## config.mk

```make
export PLATFORM = sky130hd
export DESIGN_NAME = tccw_queue
export DESIGN_NICKNAME = d
export VERILOG_FILES = /design/src/hw/rtl/text_console_cell_writer_core_defines.svh /design/src/hw/rtl/tccw_pkg.sv /design/src/hw/rtl/tccw_queue.sv
export SDC_FILE = /design/constraint.sdc
export NUM_CORES = 1
export LEC_CHECK = 0
export BUFFER_PORTS_ARGS = -buffer_cell sky130_fd_sc_hd__buf_2
export CAP_MARGIN = 30
export CORE_MARGIN = 4
export CORE_UTILIZATION = 46
export DETAILED_ROUTE_END_ITERATION = 7
export PLACE_DENSITY_LB_ADDON = 0.05
export SLEW_MARGIN = 30
export SYNTH_ARGS = -nofsm -noshare
export SYNTH_HDL_FRONTEND = slang
export SYNTH_SLANG_ARGS = --single-unit
```

## constraint.sdc

```tcl
create_clock -name clk -period 1.72 [get_ports clk]
set_input_delay 0.086 -clock clk [delete_from_list [all_inputs] [get_ports clk]]
set_output_delay 0.086 -clock clk [all_outputs]
set_load 0.02 [all_outputs]
```

## src/hw/rtl/text_console_cell_writer_core_defines.svh

```systemverilog
// Assertion macros for the text console cell writer.
// Included by files that assert; expects clk and rst_n in scope.
`ifndef TEXT_CONSOLE_CELL_WRITER_CORE_DEFINES_SVH
`define TEXT_CONSOLE_CELL_WRITER_CORE_DEFINES_SVH

// The condition holds at every clock edge out of reset.
`define TCCW_ASSERT_ALWAYS(label, cond) \
  label: assert property (@(posedge clk) disable iff (!rst_n) (cond)) \
    else $error("tccw: invariant violated");

// The condition never holds at a clock edge out of reset.
`define TCCW_ASSERT_NEVER(label, cond) \
  label: assert property (@(posedge clk) disable iff (!rst_n) !(cond)) \
    else $error("tccw: forbidden condition seen");

`endif

```

## src/hw/rtl/tccw_pkg.sv

```systemverilog
// Shared types and constants for the text console cell writer.
// Used by the front end, the command queue, the back end and the top level.
`default_nettype none

package tccw_pkg;

  localparam int COL_W       = 7;
  localparam int ROW_W       = 5;
  localparam int IDX_W       = COL_W + ROW_W;
  localparam int POS_W       = 11;
  localparam int POS_IN_W    = 16;
  localparam int TAB_W       = 5;
  localparam int QUEUE_DEPTH = 2;

  localparam logic [2:0] OP_PUT         = 3'd0;
  localparam logic [2:0] OP_READ        = 3'd1;
  localparam logic [2:0] OP_SET_POS     = 3'd2;
  localparam logic [2:0] OP_SCROLL_UP   = 3'd3;
  localparam logic [2:0] OP_SCROLL_DOWN = 3'd4;
  localparam logic [2:0] OP_CLEAR       = 3'd5;

  localparam logic [7:0] CH_BACKSPACE = 8'h08;
  localparam logic [7:0] CH_TAB       = 8'h09;
  localparam logic [7:0] CH_NEWLINE   = 8'h0A;
  localparam logic [7:0] CH_RETURN    = 8'h0D;
  localparam logic [7:0] CH_SPACE     = 8'h20;

  localparam logic [15:0] BLANK_CELL       = 16'h0700;
  localparam logic [7:0]  TEXT_COLOR_RESET = 8'h07;

  typedef enum logic [3:0] {
    K_NOP,
    K_PRINT,
    K_NEWLINE,
    K_BACKSPACE,
    K_TAB,
    K_READ,
    K_SET_POS,
    K_SCROLL_UP,
    K_SCROLL_DOWN,
    K_CLEAR
  } cmd_kind_t;

  typedef struct packed {
    cmd_kind_t          kind;
    logic [7:0]         char_code;
    logic [COL_W-1:0]   col;
    logic [ROW_W-1:0]   row;
  } cmd_t;

  typedef struct packed {
    logic               init;
    logic [COL_W-1:0]   col;
    logic [ROW_W-1:0]   row;
  } back_status_t;

endpackage

`default_nettype wire

```

## src/hw/rtl/tccw_queue.sv

```systemverilog
// Short command queue between the front end and the back end.
// Depends on tccw_pkg for the command word type and the queue depth.
`default_nettype none

module tccw_queue (
  input  wire logic          clk,
  input  wire logic          rst_n,
  input  wire logic          push,
  input  wire tccw_pkg::cmd_t push_data,
  input  wire logic          pop,
  output logic               full,
  output logic               valid,
  output tccw_pkg::cmd_t     head
);

  localparam int DEPTH = tccw_pkg::QUEUE_DEPTH;
  localparam int PTR_W = $clog2(DEPTH);
  localparam int CNT_W = PTR_W + 1;

  tccw_pkg::cmd_t   slot_r [DEPTH];
  logic [PTR_W-1:0] wr_ptr_r;
  logic [PTR_W-1:0] rd_ptr_r;
  logic [CNT_W-1:0] count_r;

  always_ff @(posedge clk) begin
    if (push) begin
      slot_r[wr_ptr_r] <= push_data;
    end
  end

  always_ff @(posedge clk) begin
    if (!rst_n) begin
      wr_ptr_r <= '0;
      rd_ptr_r <= '0;
      count_r  <= '0;
    end else begin
      if (push) begin
        wr_ptr_r <= wr_ptr_r + 1'b1;
      end
      if (pop) begin
        rd_ptr_r <= rd_ptr_r + 1'b1;
      end
      if (push && !pop) begin
        count_r <= count_r + 1'b1;
      end else if (pop && !push) begin
        count_r <= count_r - 1'b1;
      end
    end
  end

  assign full  = (count_r == CNT_W'(DEPTH));
  assign valid = (count_r != '0);
  assign head  = slot_r[rd_ptr_r];

endmodule

`default_nettype wire

```

==> results of run 1 <==
## state kept, by name, summed over array words and instances (netlist names), named ones only
signal    count
rd_ptr_r      1
count_r       2
wr_ptr_r      1
slot_r       48
## critical path, stage by stage (launching register included)
cell,delay (ps)
dfxtp_1,340
buf_4,220
mux2_2,370
buf_2,160
## power by group through the flow
stage | registers, mW | clock network, mW | logic (mW)
floorplan | 1.53 | 0 | 0.240
CTS | 1.50 | 0.643 | 0.412
global placement | 1.53 | 0 | 0.361
global route | 1.51 | 0.698 | 0.437
detailed placement | 1.53 | 0 | 0.368
finish | 1.50 | 0.625 | 0.406
## per-stage QoR
stage          util, %  hold slack [ps]  instance area, sq um  cells
2_1_floorplan        -              185                  1960     97
3_3_place_gp      56.7              273                  2300    202
3_5_place_dp      56.7              277                  2300    202
4_1_cts           64.5             55.5                  2620    233
5_1_grt           64.5             63.4                  2620    233
6_report          64.5             64.0                  2620    233
## kinds of logic (layout without fill, tap and decap cells)
group                      count (synthesis)  count (layout)  synth area share [%]
DFF                                       53              53                  78.9
muxes                                     24              24                  13.8
and+or+nand+nor                            9               9                  3.01
buffers and inverters                      4              90                  1.22
AOI/OAI and AO/OA                          3               3                  1.03
xor gates and xnor gates                   3               3                  1.35
adders and majority gates                  1               1                 0.641
## layer usage
metal  vias up  global-route usage [%]  routed length [um]
met5         -                       0                   0
met4         0                    3.07                   0
met3         0                    4.82                 210
met2        33                    23.4                1800
met1       528                    15.3                1370
li1        536                       -                   -
## cells in the mapped netlist
master	instances
and2b_2	1
a21boi_1	1
mux2_2	24
xor2_1	2
and2_1	4
o21a_1	1
inv_1	1
edfxtp_1	48
o21ai_0	1
dfxtp_1	5
nor2b_1	2
ha_1	1
or2_2	1
buf_4	2
buf_2	1
xnor2_1	1
or3_1	1
## final cells by class
cell class	instances	area, sq um
Timing Repair Buffer	82	543
Sequential cell	53	1540
Tap cell	50	62.6
Fill cell	294	1440
Multi-Input combinational cell	40	390
Inverter	1	3.75
Clock buffer	6	72.6
Clock inverter	1	3.75
## path summary, 6_finish.rpt
check        startpoint            end  cells after the start
max reg2reg    wr_ptr_r  slot_r[0][10]                      2
min reg2reg  count_r[1]     count_r[1]                      2
min               rst_n       wr_ptr_r                      2
max                flop        head[8]                      3
## repair_timing
action                     CTS  global route
setup endpoints to repair    0             0
hold buffers                24             0
hold endpoints to repair    48             0
==> impl_results.md, run 1 <==
- Core Region: around 4000 sq um
- Number of global-route vias before repair: 1144
- CTS clk-pin slew, worst paths: 80 ps
- Post-Route WL: 3380 um
- Max Cap Violations: 0
- Sw Pwr: 0.583 mW
- Internal power: 1.95 mW
- Die area: 5350 sq um
- Clock Skew: 4.75 ps
- Final WS setup: between 200 and 300 ps
- Sequential area share after synthesis: 78.9%
- Mapped Nets: 126
- Post-Syn Instances: 97
- Hpwl dp: roughly 2200 um
- #FFs+latches synth: 53
- Final setup viols: 0
- Vias: 1097
- IO Port Bufs: 53
- R2R Setup Slk: 640 ps
- Gr ovfl total: 0
- Mean Syn Cell Area: 20.1 sq um
- Post-CTS sizing: 0
- Worst EP required: 1630 ps
- Cell Area, Synth: 1950 sq um
- Post-CTS Setup Bufs: 0
- Iter 0 DRT Violations: 77
- Synth cell types: 17
- CTS max path bufs: 2
- H-tree levels: 2
- DIE HEIGHT: roughly 73 um
- N_diodes: 0
- Largest net degree at the start of global routing: 26
- Critical Path Source Type: flop
- Total Power: 2.53 mW
- RSZ-0062 raised after global routing: false
- Most common cell after layout, fill and taps aside: buf_2
- DRC Markers: 0
- Worst Max-Slew Pin Slew: 339 ps
- Final Hold Vio Count: 0
- Critical path class: flop to output port
- Pre-CTS WS: 563 ps
- Area Overhead vs Synth: 34.0%
- CTS tree: yes
- Post-route ant nets: 0
- Leak: 1.02 nW
- Top cell type's share of synthesized area: about three quarters
- Num Clock Sinks: 53
- IR drop worst, VDD: slightly below 0.6 mV
- Slew HR: 77.4%
- Global-route wire length before repair: 5220 um
- Routed WL per cell: 14.5 um
- Sequential power share: 59.3%
- Minimum clock period: ~1500 ps
- Gr usage total: 13.3%
- Fin nets: between 200 and 250
- Area contributors post-synth: edfxtp_1 74%, mux2_2 14%, dfxtp_1 5.1%, and2_1 1.3%, xor2_1 0.90%
- Period utilization: between 80% and 90%
- HP Class: primary input to flop
- Initial Util: 48.1%
- Combinational Power Share: around 16%
- Fin Setup TNS: 0 ps
- Layout cells sized above 1: between 40% and 50%
- Fmax: 684 MHz
- Max-slew violation count: 0
- Avg Vias per Cell: about 4.7
- Most frequent cells in the layout: 53 x buf_2, 48 x edfxtp_1, 24 x mux2_2, 24 x dlygate4sd3_1
- GP Congestion: 0.697
- TritonRoute pass-1 iters: 4
- Critical Path Fanout Max: 13
- CTS Root Cell: clkbuf_8
- Clock power frac: 24.7%
- TritonCTS buffer count: 5
- Synth warn: 0
- Clk_lat worst skew: 290 ps
- Leading area contributor after synthesis: edfxtp_1
- Pwr Density: between 900 and 1000 nW/um^2
- # IOs: 54
- Std cell rows: 23
- Status: complete, no violations
- Initial antenna violation count: 0
- CP endpoint kind: output port
- Crit path DAT: around 1400 ps
- Die Wd: 73.2 um
- Net Sw Frac: 23.0%
(Power assumes the default switching activity.)
==> run 2, diff against run 1 <==
--- a/config.mk
+++ b/config.mk
@@ -11,6 +11,7 @@
 export CORE_UTILIZATION = 46
 export DETAILED_ROUTE_END_ITERATION = 7
 export PLACE_DENSITY_LB_ADDON = 0.05
+export SETUP_SLACK_MARGIN = 0.5
 export SLEW_MARGIN = 30
 export SYNTH_ARGS = -nofsm -noshare
 export SYNTH_HDL_FRONTEND = slang
==> constraint.sdc (replaced) <==
create_clock -name clk -period 1.72 [get_ports clk]
set_input_delay 0.086 -clock clk [delete_from_list [all_inputs] [get_ports clk]]
set_output_delay 0.086 -clock clk [all_outputs]
set_load 0.01 [all_outputs]
==> run 2 against run 1 <==
Compared with the run above: combinational power grew 24%; maximum frequency grew 5.5%; via count grew 1.9%; non-clock buffer count grew 1; die area is the same; clock skew is essentially flat; critical endpoint is now head[15]; worst hold slack lost 2.4 ps; final cell count grew 0.86%; clock-buffer cell count grew 1; worst setup slack gained 77 ps.
==> impl_results.md, run 2 (synthesized netlist as in run 1, its figures left out) <==
- Status: complete, no violations
- Hold wc startpoint: rst_n
- Hpwl dp: 2240 um
- Total Power: 2.67 mW
- Critical Path Fanout Max: 5
- Largest Register: slot_r
- CTS Root Cell: clkbuf_8
- RSZ-0062 raised after global routing: true
- Critical path class: flop to output port
- Reg2Reg Depth: 1
- Worst Max-Slew Pin Slew: 333 ps
- CP endpoint kind: output port
- Clock Skew: 4.51 ps
- CTS max path bufs: 2
- Fin Setup TNS: 0 ps
- Die area: around 5400 sq um
- Area occupied by multi-input gates: approximately 480 sq um
- Routed WL per cell: 15.6 um
- TritonRoute pass-1 iters: 4
- Most frequent cells in the layout: 48 x edfxtp_1, 30 x buf_2, 24 x mux2_4, 24 x dlygate4sd3_1, 23 x buf_6
- Minimum clock period: between 1000 and 1500 ps
- Fmax: 722 MHz
- R2r startpoint: wr_ptr_r
- Worst r2r dst: slot_r[1][21]
- Core Region: 4060 sq um
- WHS: 61.6 ps
- Slew HR: 77.8%
- Max FFs per register: 48
- Area Overhead vs Synth: 49.4%
- Post-route ant nets: 0
- Final Hold Vio Count: 0
- Max Cap Violations: 0
- Crit path DAT: between 1000 and 1500 ps
- H-tree levels: 2
- Most common cell after layout, fill and taps aside: edfxtp_1
- Number of global-route vias before repair: about 1.2k
- Post-Route WL: 3660 um
- Reg area: around 1500 sq um
- Initial Util: 48.1%
- DRC Markers: 0
- Gr usage total: 13.3%
- Vias: approximately 1.1k
- Iter 0 DRT Violations: 38
- IO Port Bufs: 53
- Std cell rows: 23
- Period utilization: 80.5%
- Global-route wire length before repair: 5240 um
- IR drop worst, VDD: between 0.5 and 0.6 mV
- Fin nets: 213
- DIE HEIGHT: 73.2 um
- Avg Vias per Cell: 4.76
- Post-CTS Setup Bufs: 0
- Pwr Density: between 900 and 1000 nW/um^2
- Die Wd: 73.2 um
- R2R Setup Slk: 630 ps
- GP Congestion: 0.692
- Hold depth: 2
- Worst EP required: 1630 ps
- WHS Endpoint: count_r[0]
- N_diodes: 0
- Leak: 1.18 nW
- Max-slew violation count: 0
- Biggest regs: slot_r: 48 flops, count_r: 2 flops
- CTS tree: yes
- # IOs: 54
- Layout cells sized above 1: roughly half
- TritonCTS buffer count: 5
- Clk_lat worst skew: 290 ps
- Num Clock Sinks: 53
- Largest net degree at the start of global routing: 25
- HP Class: primary input to flop
- Gr ovfl total: 0
- CTS clk-pin slew, worst paths: ~80 ps
- # fillers: 260
- Initial antenna violation count: 0
- Final setup viols: 0
- Critical Path Source Type: flop
## run 2: cell count changes in the layout (fill, tap and decap cells not counted), sizes merged
cell / delta
clkinvlp: +1
clkbuf: +2
clkinv: -1
## run 2: power breakdown
part	total [mW]	internal (mW)	switching (mW)
sequential	1.51	1.48	0.0313
combinational	0.504	0.316	0.188
clock	0.649	0.288	0.361
total	2.67	2.09	0.580
## run 2: layout make-up
| cell class | count | area share, % |
|---|---|---|
| Sequential cell | 53 | 53.0 |
| Timing Repair Buffer | 83 | 25.3 |
| Multi-Input combinational cell | 40 | 16.6 |
| Clock buffer | 7 | 2.62 |
| Tap cell | 50 | 2.14 |
| Clock inverter | 1 | 0.257 |
| Inverter | 1 | 0.129 |
## run 2: timing repair
action	CTS	global route
hold endpoints to repair	48	0
setup endpoints to repair	48	24
pin swaps	0	0
cloned	1	1
resized for setup	17	41
hold buffers	24	0
## run 2: metrics by stage
| stage | setup slack (ps) | std cells | cell area (sq um) | util, % |
|---|---|---|---|---|
| floorplan | 341 | 97 | 1960 | - |
| global placement | 475 | 201 | 2290 | 56.6 |
| detailed placement | 450 | 201 | 2290 | 56.6 |
| CTS | 308 | 234 | 2690 | 66.3 |
| global route | 295 | 235 | 2920 | 71.9 |
| finish | 335 | 235 | 2920 | 71.9 |
## run 2: routing by layer
metal	part of all wire, %	track usage [%]	vias to the layer above
met3	4.8	4.27	2
met5	0	0	-
met2	55	24.6	31
met1	40	14.4	545
li1	-	-	540
met4	0.27	3.69	0
## run 2: critical path: stages (launching register included)
cell and delay, ps:
dfxtp_4 410, clkbuf_16 170, mux2_4 310, buf_6 120
## run 2: worst max path at each step
stage	start	endpoint	slack [ps]	depth (start not counted)
after floorplan	wr_ptr_r	slot_r[0][0]	340	1
after global placement	wr_ptr_r	slot_r[1][2]	480	1
after detailed placement	wr_ptr_r	slot_r[1][13]	450	1
after CTS	flop	head[7]	310	3
after global routing	flop	head[10]	290	3
final	flop	head[15]	330	3
