### src/hw/rtl/text_console_cell_writer_core_defines.svh
// Assertion macros for the text console cell writer.
// Included by files that assert; expects clk and rst_n in scope.
`ifndef TEXT_CONSOLE_CELL_WRITER_CORE_DEFINES_SVH
`define TEXT_CONSOLE_CELL_WRITER_CORE_DEFINES_SVH

// The condition holds at every clock edge out of reset.
`define TCCW_ASSERT_ALWAYS(label, cond) \
  label: assert property (@(posedge clk) disable iff (!rst_n) (cond)) \
    else $error("tccw: invariant violated");

// The condition never holds at a clock edge out of reset.
`define TCCW_ASSERT_NEVER(label, cond) \
  label: assert property (@(posedge clk) disable iff (!rst_n) !(cond)) \
    else $error("tccw: forbidden condition seen");

`endif

### src/hw/rtl/tccw_pkg.sv
// Shared types and constants for the text console cell writer.
// Used by the front end, the command queue, the back end and the top level.
`default_nettype none

package tccw_pkg;

  localparam int COL_W       = 7;
  localparam int ROW_W       = 5;
  localparam int IDX_W       = COL_W + ROW_W;
  localparam int POS_W       = 11;
  localparam int POS_IN_W    = 16;
  localparam int TAB_W       = 5;
  localparam int QUEUE_DEPTH = 2;

  localparam logic [2:0] OP_PUT         = 3'd0;
  localparam logic [2:0] OP_READ        = 3'd1;
  localparam logic [2:0] OP_SET_POS     = 3'd2;
  localparam logic [2:0] OP_SCROLL_UP   = 3'd3;
  localparam logic [2:0] OP_SCROLL_DOWN = 3'd4;
  localparam logic [2:0] OP_CLEAR       = 3'd5;

  localparam logic [7:0] CH_BACKSPACE = 8'h08;
  localparam logic [7:0] CH_TAB       = 8'h09;
  localparam logic [7:0] CH_NEWLINE   = 8'h0A;
  localparam logic [7:0] CH_RETURN    = 8'h0D;
  localparam logic [7:0] CH_SPACE     = 8'h20;

  localparam logic [15:0] BLANK_CELL       = 16'h0700;
  localparam logic [7:0]  TEXT_COLOR_RESET = 8'h07;

  typedef enum logic [3:0] {
    K_NOP,
    K_PRINT,
    K_NEWLINE,
    K_BACKSPACE,
    K_TAB,
    K_READ,
    K_SET_POS,
    K_SCROLL_UP,
    K_SCROLL_DOWN,
    K_CLEAR
  } cmd_kind_t;

  typedef struct packed {
    cmd_kind_t          kind;
    logic [7:0]         char_code;
    logic [COL_W-1:0]   col;
    logic [ROW_W-1:0]   row;
  } cmd_t;

  typedef struct packed {
    logic               init;
    logic [COL_W-1:0]   col;
    logic [ROW_W-1:0]   row;
  } back_status_t;

endpackage

`default_nettype wire

### src/hw/rtl/tccw_front.sv
// Front end: accepts commands, classifies them and converts set-position
// indexes to column and row by reciprocal multiplication. Depends on tccw_pkg.
`default_nettype none

module tccw_front #(
  parameter int COLUMNS = 80,
  parameter int ROWS    = 25
) (
  input  wire logic        clk,
  input  wire logic        rst_n,
  input  wire logic        start,
  output logic             busy,
  input  wire logic [2:0]  in_opcode,
  input  wire logic [7:0]  in_char_code,
  input  wire logic [15:0] in_position,
  input  wire logic        q_full,
  input  wire logic        hold,
  output logic             q_push,
  output tccw_pkg::cmd_t   q_data
);

  localparam int     COL_W   = tccw_pkg::COL_W;
  localparam int     ROW_W   = tccw_pkg::ROW_W;
  localparam int     IN_W    = tccw_pkg::POS_IN_W;
  localparam int     SHIFT   = IN_W + $clog2(COLUMNS);
  localparam int     RECIP_W = IN_W + 2;
  localparam int     PROD_W  = IN_W + RECIP_W;
  localparam longint RECIP   =
    ((longint'(1) <<< SHIFT) + longint'(COLUMNS) - 1) / longint'(COLUMNS);

  typedef enum logic [2:0] {
    F_IDLE = 3'b001,
    F_DIV  = 3'b010,
    F_PUSH = 3'b100
  } front_state_t;

  front_state_t      state_r, state_nxt;
  logic [IN_W-1:0]   pos_r, pos_nxt;
  logic [IN_W-1:0]   quo_r, quo_nxt;
  logic [PROD_W-1:0] prod;
  logic [PROD_W-1:0] prod_sh;
  logic [IN_W-1:0]   rem_full;
  logic [ROW_W-1:0]  sat_row;
  tccw_pkg::cmd_t    cls;

  assign busy = (state_r != F_IDLE) || q_full || hold;

  always_comb begin
    cls.kind      = tccw_pkg::K_NOP;
    cls.char_code = in_char_code;
    cls.col       = '0;
    cls.row       = '0;
    unique case (in_opcode)
      tccw_pkg::OP_PUT: begin
        unique case (in_char_code)
          tccw_pkg::CH_NEWLINE:   cls.kind = tccw_pkg::K_NEWLINE;
          tccw_pkg::CH_BACKSPACE: cls.kind = tccw_pkg::K_BACKSPACE;
          tccw_pkg::CH_RETURN:    cls.kind = tccw_pkg::K_NOP;
          tccw_pkg::CH_TAB:       cls.kind = tccw_pkg::K_TAB;
          default:                cls.kind = tccw_pkg::K_PRINT;
        endcase
      end
      tccw_pkg::OP_READ:        cls.kind = tccw_pkg::K_READ;
      tccw_pkg::OP_SET_POS:     cls.kind = tccw_pkg::K_SET_POS;
      tccw_pkg::OP_SCROLL_UP:   cls.kind = tccw_pkg::K_SCROLL_UP;
      tccw_pkg::OP_SCROLL_DOWN: cls.kind = tccw_pkg::K_SCROLL_DOWN;
      tccw_pkg::OP_CLEAR:       cls.kind = tccw_pkg::K_CLEAR;
      default:                  cls.kind = tccw_pkg::K_NOP;
    endcase
  end

  assign prod     = PROD_W'(pos_r) * PROD_W'(RECIP);
  assign prod_sh  = prod >> SHIFT;
  assign rem_full = pos_r - quo_r * IN_W'(COLUMNS);
  assign sat_row  = (quo_r > IN_W'(ROWS - 1)) ? ROW_W'(ROWS - 1) : quo_r[ROW_W-1:0];

  always_comb begin
    state_nxt = state_r;
    pos_nxt   = pos_r;
    quo_nxt   = quo_r;
    q_push    = 1'b0;
    q_data    = cls;
    unique case (state_r)
      F_IDLE: begin
        if (start && !busy) begin
          if (in_opcode == tccw_pkg::OP_SET_POS) begin
            pos_nxt   = in_position;
            state_nxt = F_DIV;
          end else begin
            q_push = 1'b1;
          end
        end
      end
      F_DIV: begin
        quo_nxt   = prod_sh[IN_W-1:0];
        state_nxt = F_PUSH;
      end
      F_PUSH: begin
        q_data.kind      = tccw_pkg::K_SET_POS;
        q_data.char_code = '0;
        q_data.col       = rem_full[COL_W-1:0];
        q_data.row       = sat_row;
        if (!q_full) begin
          q_push    = 1'b1;
          state_nxt = F_IDLE;
        end
      end
      default: state_nxt = F_IDLE;
    endcase
  end

  always_ff @(posedge clk) begin
    if (!rst_n) begin
      state_r <= F_IDLE;
    end else begin
      state_r <= state_nxt;
    end
  end

  always_ff @(posedge clk) begin
    pos_r <= pos_nxt;
    quo_r <= quo_nxt;
  end

endmodule

`default_nettype wire

### config.mk
export PLATFORM = sky130hd
export DESIGN_NAME = tccw_front
export DESIGN_NICKNAME = d
export VERILOG_FILES = /design/src/hw/rtl/text_console_cell_writer_core_defines.svh /design/src/hw/rtl/tccw_pkg.sv /design/src/hw/rtl/tccw_front.sv
export SDC_FILE = /design/constraint.sdc
export NUM_CORES = 1
export LEC_CHECK = 0
export BUFFER_PORTS_ARGS = -buffer_cell sky130_fd_sc_hd__buf_2
export CAP_MARGIN = 0
export CORE_UTILIZATION = 55
export CTS_CLUSTER_DIAMETER = 60
export DETAILED_ROUTE_END_ITERATION = 7
export PLACE_DENSITY = 0.83
export SLEW_MARGIN = 10
export SYNTH_ARGS = -nofsm -noshare
export SYNTH_HDL_FRONTEND = slang
export SYNTH_SLANG_ARGS = --single-unit
### constraint.sdc
create_clock -name clk -period 5 [get_ports clk]
set_input_delay 0.25 -clock clk [delete_from_list [all_inputs] [get_ports clk]]
set_output_delay 0.25 -clock clk [all_outputs]
set_load 0.01 [all_outputs]
==> results.py, run 1 <==
metrics = {
    "drt": {
        "wl_mm": 14.5,
        "ant_nets": 0,
        "dr.pass1.iters": 4,
        "detail_route.wl_per_cell_um": 17.2,
        "via_per_inst": 5.16,
        "route.detailed.drc": 0,
        "vias": 4341,
        "first_iter_violations": 116,
    },
    "die": {
        "dieArea_sq_mm": 0.0108,
        "rows": 36,
        "die_y_um": 104,
        "num_io_pins": 58,
        "core_sq_mm": 0.00991,
        "initial_core_util": 0.576,
        "die_w_um": 104,
    },
    "synth": {
        "ys_top_cells_by_area": "ha_1 (29%), fa_1 (28%), edfxtp_1 (14%)",
        "yosys.area.top_type": "ha_1",
        "postSynthCellCount": 571,
        "synth_area_sq_mm": 0.00570,
        "synth_top_area_frac": 0.292,
        "yosysWarnings": 0,
        "synth_nets": 816,
        "ys_seq_elements": 29,
        "synth.yosys.seq_area_share": 0.147,
        "avgSynthCellArea_sq_um": 9.99,
        "synth.distinct_cells": 39,
    },
    "worst_setup_path": {
        "endpoint": "quo_r[6]$_DFFE_PP_",
        "cp_max_fo": 3,
        "timing.rr.end": "quo_r[6]$_DFFE_PP_",
        "cp-start-kind": "register",
        "reg2reg_from": "pos_r[7]$_DFFE_PP_",
        "arrival_ns": 5.34,
        "required_ns": 5.02,
        "r2r_cells": 20,
        "r2r_slack_ns": -0.32,
        "endpoint_kind": "register",
        "worstSetupPathType": "register to register",
        "cp-startpoint": "pos_r[7]$_DFFE_PP_",
    },
    "power": {
        "switching_share": 0.340,
        "p_int_uw": 607,
        "switchingPower_uw": 313,
        "share_seq_of_total_power": 0.295,
        "p_comb_frac": 0.439,
        "power.density_mw_per_mm2": 129,
        "ir_drop_uv": 205,
        "p_clk_frac": 0.265,
        "leakagePower_uw": 0.00388,
    },
    "final_layout": {
        "most-common-layout-cells": "inv_1 (183), ha_1 (120), fa_1 (79)",
        "mostFrequentLayoutCell": "inv_1",
        "antenna_cells": 0,
        "nFillCells": 702,
        "syn_to_final_growth_pct": 25.1,
        "nets": 953,
        "drive_gt1_frac": 0.252,
    },
    "worst_hold_path": {
        "min_path_type": "input port to register",
    },
    "timing": {
        "hold_viol_final": 0,
        "finalCritPeriodShare": 1.06,
        "layout_min_cycle_time_ns": 5.32,
        "setup_viol": 10,
        "slew_viol_final": 0,
        "worstMarginPinSlew_ns": 0.873,
        "max_freq_mhz": 188,
        "holdWs_ns": 0.136,
        "setup_ws_ns": -0.323,
        "maxSlewHeadroom": 0.416,
        "clock_skew_ns": 0.00835,
        "rsz0062_at_grt": "true",
    },
    "flow_run": {
        "drv_cap": 0,
    },
    "global_routing": {
        "grt_pass1_vias": 4986,
        "use_met2": 0.527,
        "grt_usage": 0.281,
        "antenna_found_initial": 0,
        "met1_usage": 0.318,
        "grt_max_degree": 19,
        "globalRouteOverflowTotal": 0,
        "grt_pass1_wl_mm": 23.6,
        "top_usage_layer": "met2",
        "grtUsageMet3": 0.0346,
    },
    "cts": {
        "cts.path.max_buffers": 2,
        "clkTransAtPathRegs_ns": 0.07,
        "root_buffer": "clkbuf_8",
        "numCtsBuffers": 5,
        "cts_tree": "done",
        "htree_num_levels": 2,
        "clock-sinks": 29,
        "clk_latency_ns": 0.28,
    },
    "placement": {
        "finalWeightedCongestion": 0.989,
        "dp_slack_ns": -0.268,
        "hpwlAfterDp_mm": 12.2,
        "port_buffers": 57,
    },
    "outcome": {
        "outcome": "finished, violations left",
        "violations": "setup timing",
    },
}
[worst min path at each step]
stage               slack (ns)                       to      startpoint  cells past startpoint
floorplan                 0.31  state_r[0]$_SDFFE_PN1P_           rst_n                      1
global placement          0.43       pos_r[0]$_DFFE_PP_  in_position[0]                      1
detailed placement        0.43       pos_r[6]$_DFFE_PP_  in_position[6]                      1
CTS                       0.13       pos_r[6]$_DFFE_PP_  in_position[6]                      1
global route              0.13       pos_r[6]$_DFFE_PP_  in_position[6]                      1
finish                    0.14       pos_r[1]$_DFFE_PP_  in_position[1]                      1
[cells by family after synthesis]
kind of cell	after synthesis	synth area share
and+or+nand+nor	71	0.0667
DFF	29	0.147
adders and majority gates	213	0.573
buffers and inverters	192	0.126
AOI/OAI and AO/OA	45	0.0546
xor gates and xnor gates	21	0.0322
[critical path: stages, from the launching register on]
cell and delay [ns]:
edfxtp_1 0.48, buf_6 0.17, ha_4 0.27, inv_4 0.04
fa_1 0.53, inv_1 0.05, fa_1 0.47, fa_1 0.54
fa_1 0.49, inv_1 0.05, fa_1 0.49, inv_2 0.05
ha_4 0.27, nand3_4 0.09, a2111oi_4 0.21, o211ai_1 0.16
nand3_2 0.19, buf_6 0.13, a21oi_4 0.06, o21bai_1 0.22
xor2_1 0.10
[cells in the mapped netlist (all sizes together)]
cell type / instances
a2111oi: 2
a211oi: 1
a21bo: 1
a21o: 4
a21oi: 17
a311oi: 1
a31oi: 1
a41oi: 1
and2: 7
and3: 4
clkbuf: 1
dfxtp: 3
edfxtp: 26
fa: 80
ha: 133
inv: 191
nand2: 14
nand2b: 3
nand3: 6
nand3b: 2
nand4: 2
nor2: 16
nor2b: 8
nor3: 4
nor3b: 3
nor4: 1
nor4b: 1
o211ai: 2
o21a: 1
o21ai: 8
o21bai: 2
o22ai: 2
o311a: 1
o31ai: 1
xnor2: 11
xor2: 10
[flip-flops by register name (all words and copies together), names as in the netlist]
name     flops
quo_r       10
pos_r       16
state_r      3
[metrics by stage]
| stage | std cells | power [uW] | TNS (ns) | cell area, sq um | utilization |
|---|---|---|---|---|---|
| floorplan | 571 | 518 | -0.00716 | 5880 | - |
| global placement | 819 | 608 | -1.08 | 6770 | 0.683 |
| detailed placement | 819 | 630 | -1.86 | 6770 | 0.683 |
| CTS | 834 | 888 | -1.46 | 6980 | 0.704 |
| global route | 842 | 975 | -4.15 | 7130 | 0.720 |
| finish | 842 | 920 | -2.56 | 7130 | 0.720 |
[power by group through the flow]
stage          registers, uW  clock network, uW  logic (uW)
2_1_floorplan            277                  0         241
3_3_place_gp             277                  0         331
3_5_place_dp             277                  0         352
4_1_cts                  272                244         372
5_1_grt                  272                252         451
6_report                 272                244         404
[area by class of cell]
cell class / instances / area (sq um) / share of cell area
clock inverters: 3 / 41.3 / 0.00579
clock buffers: 5 / 68.8 / 0.00965
repair buffers: 131 / 875 / 0.123
multi-input cells: 350 / 4420 / 0.620
inverters: 191 / 722 / 0.101
flip-flops and latches: 29 / 841 / 0.118
well taps: 133 / 166 / 0.0233
[metal layers]
layer  vias to the layer above  wire, um
li1                       2045         -
met1                      2101      5570
met2                       143      7630
met3                        52       628
met4                         0       636
met5                         -         0
[repair_timing]
item / CTS / global route
setup endpoints to repair: 10 / 10
resized for setup: 10 / 19
setup buffers: 7 / 8
pin swaps: 12 / 17
hold buffers: 0 / 0
Power figures use the tool's default switching activity.
==> inputs of run 2 (changes only) <==
BUFFER_PORTS_ARGS = -buffer_cell sky130_fd_sc_hd__buf_4   (was -buffer_cell sky130_fd_sc_hd__buf_2)
==> run 2 against run 1 <==
Compared with the run above: the run still ends with setup timing left; setup slack improved by 0.053 ns; flip-flop and latch count is the same; global-route usage decreased by 0.72 points; critical path type unchanged; largest cell class unchanged; largest power group unchanged.
==> results.py, run 2 (same netlist as run 1, synthesis figures left out) <==
metrics = {
    "power": {
        "ir_drop_uv": 258,
        "p_int_uw": 603,
        "p_clk_frac": 0.270,
        "power.density_mw_per_mm2": 126,
        "switching_share": 0.330,
        "share_seq_of_total_power": 0.302,
        "leakagePower_uw": 0.00386,
        "p_total_uw": 899,
        "switchingPower_uw": 296,
        "p_comb_frac": 0.428,
    },
    "timing": {
        "maxSlewHeadroom": 0.415,
        "setup_ws_ns": -0.270,
        "hold_viol_final": 0,
        "finalCritPeriodShare": 1.05,
        "layout_min_cycle_time_ns": 5.27,
        "setup_viol": 10,
        "rsz0062_at_grt": "true",
        "slew_viol_final": 0,
        "worstMarginPinSlew_ns": 0.875,
        "finalSetupTns_ns": -2.09,
        "clock_skew_ns": 0.0130,
        "max_freq_mhz": 190,
    },
    "final_layout": {
        "final_cell_area_sq_mm": 0.00715,
        "nFillCells": 696,
        "syn_to_final_growth_pct": 25.4,
        "fin_cells": 836,
        "nets": 947,
        "largest_reg_flops": 16,
        "most-common-layout-cells": "inv_1 (182), buf_4 (123), ha_1 (121)",
        "drive_gt1_frac": 0.238,
        "reg.largest.list": "pos_r (16), quo_r (10), state_r (3)",
        "multi_input_area_sq_mm": 0.00436,
        "regArea_sq_um": 841,
        "largest-register": "pos_r",
        "mostFrequentLayoutCell": "inv_1",
        "antenna_cells": 0,
    },
    "outcome": {
        "violations": "setup timing",
        "outcome": "finished, violations left",
    },
    "cts": {
        "root_buffer": "clkbuf_8",
        "cts.path.max_buffers": 2,
        "numCtsBuffers": 5,
        "clkTransAtPathRegs_ns": 0.08,
        "clk_latency_ns": 0.28,
        "clock-sinks": 29,
        "htree_num_levels": 2,
        "cts_tree": "done",
    },
    "drt": {
        "detail_route.wl_per_cell_um": 16.5,
        "vias": 4286,
        "ant_nets": 0,
        "wl_mm": 13.8,
        "first_iter_violations": 145,
        "route.detailed.drc": 0,
        "dr.pass1.iters": 4,
        "via_per_inst": 5.13,
    },
    "worst_setup_path": {
        "endpoint": "quo_r[8]$_DFFE_PP_",
        "timing.rr.end": "quo_r[8]$_DFFE_PP_",
        "slowest_stage": "edfxtp_1",
        "r2r_slack_ns": -0.27,
        "cp-start-kind": "register",
        "worstPathCellList": "ha_4 > inv_2 > fa_1 > inv_2 > fa_1 > fa_1 > fa_1 > inv_1 > fa_1 > inv_2 > ha_4 > a21oi_2 > o211ai_1 > o21ai_1 > nand3_2 > a2111oi_4 > o31ai_2 > xor2_1",
        "arrival_ns": 5.29,
        "required_ns": 5.02,
        "cp_top_family": "adder cells",
        "endpoint_kind": "register",
        "worstSetupPathType": "register to register",
        "cp_max_fo": 4,
        "crit_buf_inv": 4,
        "r2r_cells": 18,
        "path_common_cell": "fa_1",
        "cp-startpoint": "pos_r[3]$_DFFE_PP_",
        "critPathMaxStageDelay_ns": 0.52,
        "crit_cells": 18,
        "reg2reg_from": "pos_r[3]$_DFFE_PP_",
    },
    "die": {
        "die_w_um": 104,
        "rows": 36,
        "die_y_um": 104,
        "dieArea_sq_mm": 0.0108,
        "num_io_pins": 58,
        "core_sq_mm": 0.00991,
        "initial_core_util": 0.576,
    },
    "worst_hold_path": {
        "whs_path_depth": 2,
        "min_path_type": "input port to register",
    },
    "global_routing": {
        "grt_max_degree": 19,
        "grt_usage": 0.274,
        "globalRouteOverflowTotal": 0,
        "grt_pass1_wl_mm": 23.1,
        "antenna_found_initial": 0,
        "grt_pass1_vias": 4896,
    },
    "placement": {
        "dpl.cell_count": 818,
        "port_buffers": 57,
        "finalWeightedCongestion": 0.948,
        "dp_slack_ns": -0.345,
        "placed_area_sq_mm": 0.00691,
        "hpwlAfterDp_mm": 12.3,
    },
    "flow_run": {
        "drv_cap": 0,
    },
}
[run 2: cell count changes in the layout (fill, tap and decap cells not counted), sizes merged]
cell,previous run,this run
buf,131,125
[run 2: through the flow]
stage	hold slack, ns	util
4_1_cts	0.133	0.718
3_3_place_gp	0.427	0.697
6_report	0.137	0.721
2_1_floorplan	0.312	-
5_1_grt	0.133	0.721
3_5_place_dp	0.429	0.697
[run 2: final cells by class]
type / instances / area share
clock buffer: 5 / 0.00963
tap: 133 / 0.0233
inverter: 191 / 0.101
multi-input combinational: 350 / 0.610
clock inverter: 3 / 0.00578
sequential: 29 / 0.118
timing repair buffer: 125 / 0.132
[run 2: worst min-delay path by stage]
stage                         from                      end
floorplan                    rst_n  state_r[0]$_SDFFE_PN1P_
global placement             rst_n  state_r[0]$_SDFFE_PN1P_
detailed placement           rst_n  state_r[0]$_SDFFE_PN1P_
CTS                          rst_n  state_r[0]$_SDFFE_PN1P_
global route        in_position[7]       pos_r[7]$_DFFE_PP_
finish                       rst_n  state_r[0]$_SDFFE_PN1P_
[run 2: power by group through the flow]
stage | clock (uW) | combinational, uW | sequential, uW
after global routing | 253 | 431 | 272
after CTS | 244 | 378 | 272
after global placement | 0 | 338 | 277
after floorplan | 0 | 241 | 277
after detailed placement | 0 | 360 | 277
final | 243 | 385 | 272
[run 2: repair_timing]
| item | 4_1_cts | 5_1_grt |
|---|---|---|
| pin swaps | 13 | 5 |
| setup endpoints to repair | 10 | 10 |
| setup buffers | 9 | 1 |
| hold buffers | 0 | 0 |
| resized for setup | 8 | 7 |
[run 2: routing by layer]
metal / track usage / routed length, um / part of all wire / vias to the layer above
met1: 0.317 / 5570 / 0.40 / 2116
met4: 0.100 / 503 / 0.036 / 0
met5: 0 / 0 / 0 / -
met2: 0.515 / 7230 / 0.52 / 97
li1: - / - / - / 2042
met3: 0.0340 / 483 / 0.035 / 31
==> inputs of run 3 (changes only) <==
CELL_PAD_IN_SITES_DETAIL_PLACEMENT = 0   (was not set)
CELL_PAD_IN_SITES_GLOBAL_PLACEMENT = 2   (was not set)
CORE_UTILIZATION = 36   (was 55)
PLACE_DENSITY = not set   (was 0.83)
PLACE_DENSITY_LB_ADDON = 0.1   (was not set)
==> run 3 against run 2 <==
Compared with the run above: routed wire length fell by 0.19%; largest power group is now the clock network; clock power rose by 60%; critical path type unchanged; the run still ends with setup timing left; first-iteration DRC count is 26% lower.
==> results.py, run 3 (same netlist as run 1, synthesis figures left out) <==
metrics = {
    "worst_setup_path": {
        "reg2reg_from": "pos_r[6]$_DFFE_PP_",
        "crit_buf_inv": 5,
        "worstSetupPathType": "register to register",
        "endpoint_kind": "register",
        "slowest_stage": "fa_2",
        "arrival_ns": 5.33,
        "path_common_cell": "fa_1",
        "worstPathCellList": "ha_4 > inv_4 > fa_1 > inv_2 > fa_2 > fa_1 > fa_1 > inv_1 > fa_1 > inv_2 > ha_4 > nand3_4 > a2111oi_4 > o211ai_1 > nand3_2 > buf_6 > a21oi_4 > o21bai_1 > xor2_1",
        "cp_top_family": "adder cells",
        "cp_max_fo": 3,
        "r2r_cells": 19,
        "critPathMaxStageDelay_ns": 0.57,
        "r2r_slack_ns": -0.31,
        "cp-start-kind": "register",
        "required_ns": 5.02,
        "timing.rr.end": "quo_r[6]$_DFFE_PP_",
    },
    "timing": {
        "layout_min_cycle_time_ns": 5.31,
        "max_freq_mhz": 188,
        "hold_viol_final": 0,
        "finalCritPeriodShare": 1.06,
        "finalSetupTns_ns": -2.21,
        "rsz0062_at_grt": "true",
        "clock_skew_ns": 0.00409,
        "setup_viol": 10,
        "setup_ws_ns": -0.308,
        "worstMarginPinSlew_ns": 0.885,
        "slew_viol_final": 0,
        "maxSlewHeadroom": 0.410,
    },
    "placement": {
        "placed_area_sq_mm": 0.00703,
        "dpl.cell_count": 899,
        "hpwlAfterDp_mm": 12.4,
        "port_buffers": 57,
        "finalWeightedCongestion": 0.867,
    },
    "cts": {
        "clkTransAtPathRegs_ns": 0.05,
        "holdBufCountCts": 0,
        "cts.path.max_buffers": 2,
        "clock-sinks": 29,
        "numCtsBuffers": 5,
        "cts_tree": "done",
        "htree_num_levels": 2,
        "root_buffer": "clkbuf_16",
        "clk_latency_ns": 0.28,
    },
    "drt": {
        "via_per_inst": 4.47,
        "detail_route.wl_per_cell_um": 15.0,
        "vias": 4109,
        "dr.pass1.iters": 4,
        "route.detailed.drc": 0,
        "ant_nets": 0,
        "wl_mm": 13.8,
        "first_iter_violations": 108,
    },
    "die": {
        "core_sq_mm": 0.0153,
        "die_y_um": 128,
        "dieArea_sq_mm": 0.0163,
        "rows": 45,
        "num_io_pins": 58,
        "initial_core_util": 0.372,
        "die_w_um": 128,
    },
    "flow_run": {
        "drv_cap": 0,
    },
    "final_layout": {
        "final_cell_area_sq_mm": 0.00742,
        "fin_cells": 919,
        "drive_gt1_frac": 0.247,
        "nets": 952,
        "fin_util": 0.485,
        "mostFrequentLayoutCell": "inv_1",
        "largest-register": "pos_r",
        "antenna_cells": 0,
        "reg.largest.list": "pos_r (16), quo_r (10), state_r (3)",
        "most-common-layout-cells": "inv_1 (184), buf_4 (126), ha_1 (119)",
        "syn_to_final_growth_pct": 30.2,
        "largest_reg_flops": 16,
    },
    "worst_hold_path": {
        "min_path_type": "input port to register",
        "hold_end": "pos_r[15]$_DFFE_PP_",
        "whs_path_depth": 1,
        "hp-start": "in_position[15]",
    },
    "global_routing": {
        "grt_pass1_wl_mm": 22.9,
        "antenna_found_initial": 0,
        "grt_usage": 0.186,
        "globalRouteOverflowTotal": 0,
        "grt_max_degree": 19,
        "grt_pass1_vias": 4488,
    },
    "outcome": {
        "outcome": "finished, violations left",
        "violations": "setup timing",
    },
    "power": {
        "leakagePower_uw": 0.00393,
        "p_total_uw": 1040,
        "ir_drop_uv": 130,
        "power.density_mw_per_mm2": 140,
    },
}
run 3: cell count changes in the layout (fill, tap and decap cells not counted), sizes merged:
cell and change:
buf +5, bufinv +1, clkinvlp -1
run 3: stage by stage:
step | setup WS, ns | hold WS [ns]
2_1_floorplan | -0.00716 | 0.312
3_3_place_gp | -0.471 | 0.428
3_5_place_dp | -0.496 | 0.430
4_1_cts | -0.352 | 0.138
5_1_grt | -0.479 | 0.135
6_report | -0.308 | 0.148
run 3: where the power goes:
part	switching (uW)	leakage [uW]	internal, uW
sequential	1.37	0.000259	271
combinational	192	0.00358	184
clock	105	0.0000938	284
run 3: what timing repair did:
action | CTS | global route
gates resized for setup | 6 | 11
pin swaps | 10 | 11
endpoints found under the setup margin | 10 | 10
cloned | 0 | 0
setup buffers | 9 | 3
run 3: worst register-to-register path, stage by stage (launching register included):
cell and delay (ns):
edfxtp_1 0.52, ha_4 0.34, inv_4 0.04, fa_1 0.50, inv_2 0.05, fa_2 0.57
fa_1 0.43, fa_1 0.49, inv_1 0.05, fa_1 0.49, inv_2 0.05, ha_4 0.29
nand3_4 0.08, a2111oi_4 0.31, o211ai_1 0.17, nand3_2 0.19, buf_6 0.13, a21oi_4 0.06
o21bai_1 0.19, xor2_1 0.09
run 3: metal layers:
| metal | GRT usage | vias up | share of wire |
|---|---|---|---|
| li1 | - | 2048 | - |
| met1 | 0.269 | 1975 | 0.48 |
| met2 | 0.304 | 81 | 0.46 |
| met3 | 0.0255 | 5 | 0.059 |
| met4 | 0.0208 | 0 | 0.0039 |
| met5 | 0 | - | 0 |
run 3: layout make-up:
| cell class | instances | area, sq um |
|---|---|---|
| Multi-Input combinational cell | 350 | 4410 |
| Sequential cell | 29 | 841 |
| Inverter | 191 | 722 |
| Clock buffer | 5 | 125 |
| Clock inverter | 3 | 65.1 |
| Fill cell | 1496 | 7890 |
| Timing Repair Buffer | 130 | 1000 |
| Tap cell | 211 | 264 |
run 3: worst max-delay path by stage:
stage,depth (start not counted),to,startpoint
floorplan,18,quo_r[8]$_DFFE_PP_,pos_r[6]$_DFFE_PP_
detailed placement,18,quo_r[8]$_DFFE_PP_,pos_r[6]$_DFFE_PP_
CTS,18,quo_r[8]$_DFFE_PP_,pos_r[7]$_DFFE_PP_
finish,19,quo_r[6]$_DFFE_PP_,pos_r[6]$_DFFE_PP_
global placement,18,quo_r[8]$_DFFE_PP_,pos_r[6]$_DFFE_PP_
global route,18,quo_r[8]$_DFFE_PP_,pos_r[7]$_DFFE_PP_
